==> src/rtl/spa_pkg.sv <==
package spa_pkg;

	// Default sizes of the stores.
	localparam int MAX_ENTRIES_DEF = 256;
	localparam int IN_ROWS_DEF     = 16;
	localparam int OUT_ROWS_DEF    = 16;

	// Field widths fixed by the interface.
	localparam int ROW_W   = 4;
	localparam int VAL_W   = 16;
	localparam int SUM_W   = 40;
	localparam int ACT_W   = 9;
	localparam int OCNT_W  = 5;
	localparam int CFG_W   = 9;
	localparam int PROD_W  = 48;
	localparam int FRAC_SH = 14;

	// Command codes.
	localparam logic [1:0] CMD_TAB_WR = 2'd0;
	localparam logic [1:0] CMD_V1_WR  = 2'd1;
	localparam logic [1:0] CMD_V2_WR  = 2'd2;
	localparam logic [1:0] CMD_RUN    = 2'd3;

	// Configuration register indexes.
	localparam logic REG_ACTIVE_COUNT = 1'b0;
	localparam logic REG_OUT_COUNT    = 1'b1;

	localparam logic [ACT_W-1:0]  ACTIVE_COUNT_RST = 9'd0;
	localparam logic [OCNT_W-1:0] OUT_COUNT_RST    = 5'd16;

	localparam logic signed [SUM_W-1:0] SUM_MAX = 40'sh7F_FFFF_FFFF;
	localparam logic signed [SUM_W-1:0] SUM_MIN = 40'sh80_0000_0000;

	typedef struct packed {
		logic [ROW_W-1:0]        tgt;
		logic [ROW_W-1:0]        r1;
		logic [ROW_W-1:0]        r2;
		logic signed [VAL_W-1:0] w;
	} tab_ent_t;

	// Commands from the controller to the datapath.
	typedef struct packed {
		logic              tab_wr;
		logic              v1_wr;
		logic              v2_wr;
		logic              clr;
		logic              tab_rd;
		logic [ACT_W-1:0]  ent_idx;
		logic              ops_rd;
		logic              mul1;
		logic              mul2;
		logic              acc_wr;
		logic              emit_rd;
		logic [OCNT_W-1:0] emit_idx;
		logic              emit_last;
		logic [OCNT_W-1:0] n_out;
	} ctl_cmd_t;

endpackage

==> src/rtl/spa_ctrl.sv <==
module spa_ctrl #(
	parameter int MAX_ENTRIES = spa_pkg::MAX_ENTRIES_DEF,
	parameter int OUT_ROWS    = spa_pkg::OUT_ROWS_DEF
) (
	input  logic                     clk,
	input  logic                     arst_n,
	input  logic                     start,
	input  logic [1:0]               cmd,
	input  logic                     cfg_we,
	input  logic                     cfg_index,
	input  logic [spa_pkg::CFG_W-1:0] cfg_data,
	output logic                     busy,
	output spa_pkg::ctl_cmd_t        ctl
);

	localparam logic [2:0] S_IDLE  = 3'd0;
	localparam logic [2:0] S_ENTRY = 3'd1;
	localparam logic [2:0] S_OPS   = 3'd2;
	localparam logic [2:0] S_MUL1  = 3'd3;
	localparam logic [2:0] S_MUL2  = 3'd4;
	localparam logic [2:0] S_ACC   = 3'd5;
	localparam logic [2:0] S_EMIT  = 3'd6;

	logic [2:0]                      state_q, state_d;
	logic [spa_pkg::ACT_W-1:0]       act_cnt_q;
	logic [spa_pkg::OCNT_W-1:0]      out_cnt_q;
	logic [spa_pkg::ACT_W-1:0]       n_act_q, n_act_d;
	logic [spa_pkg::OCNT_W-1:0]      n_out_q, n_out_d;
	logic [spa_pkg::ACT_W-1:0]       ent_q, ent_d;
	logic [spa_pkg::OCNT_W-1:0]      emi_q, emi_d;
	logic                            accept;

	assign busy   = (state_q != S_IDLE);
	assign accept = start && !busy;

	always_ff @(posedge clk or negedge arst_n) begin
		if (!arst_n) begin
			act_cnt_q <= spa_pkg::ACTIVE_COUNT_RST;
			out_cnt_q <= spa_pkg::OUT_COUNT_RST;
		end else if (cfg_we) begin
			unique case (cfg_index)
				spa_pkg::REG_ACTIVE_COUNT: act_cnt_q <= cfg_data;
				spa_pkg::REG_OUT_COUNT:    out_cnt_q <= cfg_data[spa_pkg::OCNT_W-1:0];
				default:                   act_cnt_q <= act_cnt_q;
			endcase
		end
	end

	always_ff @(posedge clk or negedge arst_n) begin
		if (!arst_n) begin
			state_q <= S_IDLE;
			n_act_q <= '0;
			n_out_q <= '0;
			ent_q   <= '0;
			emi_q   <= '0;
		end else begin
			state_q <= state_d;
			n_act_q <= n_act_d;
			n_out_q <= n_out_d;
			ent_q   <= ent_d;
			emi_q   <= emi_d;
		end
	end

	always_comb begin
		state_d       = state_q;
		n_act_d       = n_act_q;
		n_out_d       = n_out_q;
		ent_d         = ent_q;
		emi_d         = emi_q;
		ctl           = '0;
		ctl.ent_idx   = ent_q;
		ctl.emit_idx  = emi_q;
		ctl.emit_last = (spa_pkg::OCNT_W'(emi_q + 5'd1) == n_out_q);
		ctl.n_out     = n_out_q;
		unique case (state_q)
			S_IDLE: begin
				if (accept) begin
					unique case (cmd)
						spa_pkg::CMD_TAB_WR: ctl.tab_wr = 1'b1;
						spa_pkg::CMD_V1_WR:  ctl.v1_wr  = 1'b1;
						spa_pkg::CMD_V2_WR:  ctl.v2_wr  = 1'b1;
						spa_pkg::CMD_RUN: begin
							ctl.clr = 1'b1;
							n_act_d = (32'(act_cnt_q) > MAX_ENTRIES) ?
								spa_pkg::ACT_W'(MAX_ENTRIES) : act_cnt_q;
							n_out_d = (32'(out_cnt_q) > OUT_ROWS) ?
								spa_pkg::OCNT_W'(OUT_ROWS) : out_cnt_q;
							ent_d   = '0;
							state_d = S_ENTRY;
						end
						default: state_d = S_IDLE;
					endcase
				end
			end
			S_ENTRY: begin
				if (ent_q < n_act_q) begin
					ctl.tab_rd = 1'b1;
					state_d    = S_OPS;
				end else begin
					emi_d   = '0;
					state_d = S_EMIT;
				end
			end
			S_OPS: begin
				ctl.ops_rd = 1'b1;
				state_d    = S_MUL1;
			end
			S_MUL1: begin
				ctl.mul1 = 1'b1;
				state_d  = S_MUL2;
			end
			S_MUL2: begin
				ctl.mul2 = 1'b1;
				state_d  = S_ACC;
			end
			S_ACC: begin
				ctl.acc_wr = 1'b1;
				ent_d      = ent_q + 9'd1;
				state_d    = S_ENTRY;
			end
			S_EMIT: begin
				if (emi_q < n_out_q) begin
					ctl.emit_rd = 1'b1;
					emi_d       = emi_q + 5'd1;
				end else begin
					state_d = S_IDLE;
				end
			end
			default: state_d = S_IDLE;
		endcase
	end

endmodule

==> config.mk <==
export PLATFORM = sky130hd
export DESIGN_NAME = spa_ctrl
export DESIGN_NICKNAME = d
export VERILOG_FILES = /design/src/rtl/spa_pkg.sv /design/src/rtl/spa_ctrl.sv
export SDC_FILE = /design/constraint.sdc
export NUM_CORES = 1
export LEC_CHECK = 0
export ABC_AREA = 0
export BUFFER_PORTS_ARGS = -buffer_cell sky130_fd_sc_hd__buf_2
export CAP_MARGIN = 20
export CORE_MARGIN = 2
export CORE_UTILIZATION = 55
export CTS_CLUSTER_SIZE = 10
export DETAILED_ROUTE_END_ITERATION = 8
export MAX_ROUTING_LAYER = met4
export PLACE_DENSITY_LB_ADDON = 0.25
export SLEW_MARGIN = 20
export SYNTH_ARGS = -nofsm -noshare
export SYNTH_HDL_FRONTEND = slang
export SYNTH_SLANG_ARGS = --single-unit
export TNS_END_PERCENT = 100
==> constraint.sdc <==
create_clock -name clk -period 1.9 [get_ports clk]
set_input_delay 0.095 -clock clk [delete_from_list [all_inputs] [get_ports clk]]
set_output_delay 0.095 -clock clk [all_outputs]
set_load 0.01 [all_outputs]
Word-level counts from Yosys, hierarchy flattened
Index checks and enable logic that the tools add are counted.
{"block": "word_totals", "ff_bits": 45, "latch_bits": 0, "ramBits": 0, "rom_bits": 0, "out_inout_bits": 31, "n_memories": 0}
{"block": "op_classes", "addsub": 2, "multipliers": 0, "div": 0, "n_lt_le_gt_ge": 4, "eq_ne": 15, "shift": 0, "n_mux": 27, "bitwise": 1, "n_reduce_logical": 13}
{"op": "$mux W9", "n": 3}
{"op": "$pmux W3 S7", "n": 1}
{"op": "$pmux W9 S2", "n": 1}
{"op": "$mux W5", "n": 3}
{"op": "$mux W1", "n": 12}
{"op": "$mux W3", "n": 4}
{"op": "$reduce_and A3 Y1", "n": 4}
{"op": "$pmux W5 S2", "n": 1}
{"op": "$add A9 B1 Y9 const B", "n": 1}
{"op": "$eq A3 B3 Y1 const B", "n": 3}
{"op": "$gt A9 B9 Y1 const B", "n": 1}
{"op": "$lt A9 B9 Y1", "n": 1}
{"op": "$mux W4", "n": 2}
{"op": "$ne A2 B2 Y1 const B", "n": 4}
{"op": "$eq A3 B2 Y1 const B", "n": 2}
{"op": "$add A5 B1 Y5 const B", "n": 1}
{"op": "$eq A5 B5 Y1", "n": 1}
{"op": "$gt A5 B5 Y1 const B", "n": 1}
{"op": "$lt A5 B5 Y1", "n": 1}
{"op": "$eq A2 B2 Y1 const B", "n": 2}
{"op": "$reduce_and A2 Y1", "n": 2}
{"op": "$reduce_bool A2 Y1", "n": 2}
{"op": "$eq A3 B1 Y1 const B", "n": 1}
{"op": "$logic_not A3 Y1", "n": 1}
{"op": "7 further kinds", "n": 7}

Logic depth before layout (Yosys ltp)
{"block": "depth", "ltp_word": 5, "depth_mapped": 8}

Least setup slack after synthesis
No wires, ideal clock.
{"block": "synth_path", "path_kind": "register -> register", "startpoint": "register n_out_q[1] in the netlist's numbering", "endpoint": "register emi_q[2] in the netlist's numbering", "t_arrival_ns": 1.705, "required_time_ns": 1.776, "path_slack_ns": 0.071, "path_stages_with_launch": 9, "n_path_buf": 0, "path_cell_list": "dfrtp_1 inv_1 ha_1 nor2b_1 o31ai_1 a21oi_2 inv_2 o22ai_2 a211o_1"}
{"block": "synth_via", "elab_chain_len": 3}
{"item": "from (decl)", "line_no": "spa_ctrl.sv:28", "source": "logic [spa_pkg::OCNT_W-1:0] n_out_q, n_out_d;"}
{"item": "from (signal assigned)", "line_no": "spa_ctrl.sv:59", "source": "n_out_q <= n_out_d;"}
{"item": "$lt A5 B5 Y1", "line_no": "spa_ctrl.sv:123", "source": "if (emi_q < n_out_q) begin"}
{"item": "$ne A2 B2 Y1 (no line)"}
{"item": "$reduce_and A3 Y1 (no line)"}
{"item": "to (signal assigned)", "line_no": "spa_ctrl.sv:61", "source": "emi_q <= emi_d;"}
{"item": "to (decl)", "line_no": "spa_ctrl.sv:30", "source": "logic [spa_pkg::OCNT_W-1:0] emi_q, emi_d;"}
No other way between the ends.
A chain may end at the register's enable or synchronous reset.

Worst setup path in the final report
{"block": "layout_path", "startpoint": "register emi_q[3] in the netlist's numbering", "endpoint": "register emi_q[3] in the netlist's numbering"}
{"block": "layout_via", "elab_chain_len": 3, "elab_cells_between_ends": 6}
{"item": "$add A5 B1 Y5 / $lt A5 B5 Y1 (equally long branches)", "line_no": "spa_ctrl.sv:125, spa_ctrl.sv:123"}
{"item": "$mux W5 / $ne A2 B2 Y1 (equally long branches)"}
{"item": "$pmux W5 S2 / $reduce_and A3 Y1 (equally long branches)"}
Parallel ways exist; a longest one is shown, timed or not. The select of a mux whose other input is x is not followed.

==> out/results.ini <==
[route]
drtAntennaViolNets=0
wl_met2_mm=2.910
drc=0
drtPass1Iterations=4
routed_wirelength_mm=5.767
via_count=1958
top_layer_used=met4
drt_iter0_markers=211
viasPerCell=5.675
wl_met1_mm=2.452
dr_wl_met3_um=302
wire_per_inst_um=16.72

[sta]
fin_skew_ns=0.01179
period_minus_slack_ns=1.902
drv_slew=0
slew_headroom=0.6297
fmax_ghz=0.5256
finalSetupViolCount=2
rsz0062_at_grt=true
final.setup.worst_slack_ns=-0.002433
tns_ns=-0.004543
hold_viol=0
fin_crit_sh=1.001
tightest_slew_ns=0.5555

[power_and_ir_drop]
max-vdd-ir-drop_uv=719.1
p_per_area_mw_per_mm2=1509
leakage_nw=1.473

[clock_network]
clk_latency_ns=0.30
root_buffer=clkbuf_8
clk_pin_slew_ns=0.08
cts_tree=built
htreeDepth=2
cts_inserted_buffers=5
ctsLongestPathBuffers=2
cts_sinks=45

[yosys]
synthCells=222
synth-edff-count=0
seq_area_frac_synth=0.4737
netlist_area_sq_mm=0.002380
ys_seq_elements=45
async_flop_share=1.000
avgSynthCellArea_sq_um=10.72
ys.flop_type=dfrtp_1
ys_types=42
ys.warnings.count=0
synth.net_count=253

[critical_path]
slowest_delay_ns=0.47
cp_slowest_cell=dfrtp_2
worstPathMaxFanout=7
crit_type=flip-flop to flip-flop
worstSetupEndpointType=flip-flop
setup.worst_path.start_class=flip-flop
arrival_ns=2.12
cp_cell_sequence=ha_1 -> o21a_1 -> o31ai_4 -> a21oi_2 -> inv_2 -> o22ai_4 -> buf_6 -> o2bb2ai_1
worstPathRequired_ns=2.11

[global_route]
grt_pass1_wl_mm=8.618
grt_overflow=0
antenna_found_initial=0
first_global_vias=1762
grtUsageTotal=0.2305
grt_max_degree=46

[placed_design]
dp_hpwl_mm=3.555
io_buffer_count=46
gp_congestion=0.8506
placed_area_sq_mm=0.002738

[final_layout]
fin_area_sq_mm=0.003105
num_antenna_cells=0
finalNetCount=325
syn_to_final_growth_pct=30.49
drive_gt1_frac=0.4271

[die]
fp-row-count=23
die_w_um=69.78
die_h_um=69.78
die-area_sq_mm=0.004869
ioPinCount=47
core_sq_mm=0.004086
start_util=0.5824

[status]
status=complete, but fails checks
violations=setup timing

[flow_run]
cap_violations=0

[hold_path]
hp-class=primary input to flip-flop

-- sequential cells by signal, indices dropped and copies added (netlist names) --
name and flops:
emi_q 5, n_out_q 5, out_cnt_q 5, n_act_q 9, act_cnt_q 9, state_q 3, ent_q 9
-- final timing paths --
check | start | end | slack [ns] | depth (start not counted)
max | emi_q[3] | emi_q[3] | -0.002 | 8
max reg2reg | emi_q[3] | emi_q[3] | -0.002 | 8
min | cfg_data[8] | act_cnt_q[8] | 0.02 | 2
min in group asynchronous | arst_n | ent_q[4] | 0.39 | 3
min reg2reg | n_act_q[0] | n_act_q[0] | 0.48 | 2
max in group asynchronous | arst_n | emi_q[3] | 1.09 | 3
-- worst max-delay path: cells and delay by family (launching register included) --
family,cells,cell delay [ns]
fa+ha+maj,1,0.30
compound gates,5,0.80
buf+inv,2,0.24
flops,1,0.47
-- cell families after synthesis --
| logic type | synth area share |
|---|---|
| and+or+nand+nor | 0.1877 |
| DFF | 0.4737 |
| AOI/OAI and AO/OA | 0.1052 |
| buffers and inverters | 0.03943 |
| muxes | 0.07098 |
| adders and majority gates | 0.07886 |
| xor gates and xnor gates | 0.04416 |
-- cell usage in the layout (no fill, tap or decap), drive strengths merged, types with 2 or more instances in the layout --
master | synthesis | final
a211o | 2 | 2
a21oi | 4 | 4
a31oi | 2 | 2
buf | 4 | 69
clkbuf | 1 | 7
dfrtp | 44 | 44
ha | 15 | 15
inv | 17 | 17
mux2 | 15 | 15
nand2 | 18 | 18
nand3 | 4 | 4
nand3b | 14 | 14
nand4 | 5 | 5
nor2 | 9 | 9
nor2b | 4 | 4
nor3 | 6 | 6
nor3b | 6 | 6
o21a | 4 | 4
o21ai | 19 | 19
o2bb2ai | 3 | 3
o31ai | 2 | 2
or3 | 2 | 2
xnor2 | 6 | 6
xor2 | 6 | 6
-- metrics by stage --
| stage | cells | setup slack (ns) | power (mW) | hold slack (ns) | utilization |
|---|---|---|---|---|---|
| finish | 345 | -0.002433 | 4.687 | 0.02427 | 0.7600 |
| CTS | 336 | 0.002563 | 4.269 | 0.01490 | 0.7195 |
| global placement | 324 | 0.1405 | 3.323 | 0.2061 | 0.6699 |
| detailed placement | 324 | 0.06056 | 3.418 | 0.2051 | 0.6699 |
| floorplan | 222 | 0.07074 | 2.754 | -0.2006 | - |
| global route | 345 | -0.1011 | 4.991 | 0.01803 | 0.7600 |
-- layout make-up --
class / instances / area, sq um
tap: 50 / 62.56
multi-input combinational: 155 / 1289
inverter: 17 / 66.31
timing repair buffer: 70 / 439.2
fill: 277 / 980.9
clock buffer: 7 / 86.33
sequential: 45 / 1132
clock inverter: 1 / 30.03
-- cell usage after synthesis, types with 4 or more instances --
cell      count  share of area
dfrtp_1      44           0.46
nand2_1      18          0.028
ha_1         15          0.079
mux2_2       15          0.071
inv_1        14          0.022
nand3b_1     13          0.041
o21ai_0      11          0.023
nor2_1        9          0.014
o21ai_1       8          0.017
nor3b_1       6          0.019
xnor2_1       6          0.022
xor2_1        6          0.022
nand4_1       5          0.013
nand3_1       4         0.0084
nor2b_1       4          0.011
nor3_2        4          0.017
-- what timing repair did --
action                     CTS  global route
buffers inserted             3             9
setup endpoints to repair    3            10
hold endpoints to repair    44             0
hold buffers                 1             0
gates resized for setup     11            21
pin swaps                    2             8
-- report_power, final --
| group | total [mW] | switching (mW) | internal (mW) | leakage [nW] |
|---|---|---|---|---|
| Sequential | 1.57 | 0.285 | 1.28 | 0.555 |
| Clock | 0.742 | 0.314 | 0.429 | 0.0585 |
| Combinational | 2.38 | 1.25 | 1.13 | 0.860 |
| Total | 4.69 | 1.85 | 2.84 | 1.47 |
-- per-layer routing --
| metal | global-route usage | up-vias |
|---|---|---|
| li1 | - | 920 |
| met1 | 0.2980 | 963 |
| met2 | 0.3640 | 64 |
| met3 | 0.05233 | 11 |
| met4 | 0.07051 | 0 |
| met5 | - | - |
No activity file was read; power rests on OpenSTA's default activity.
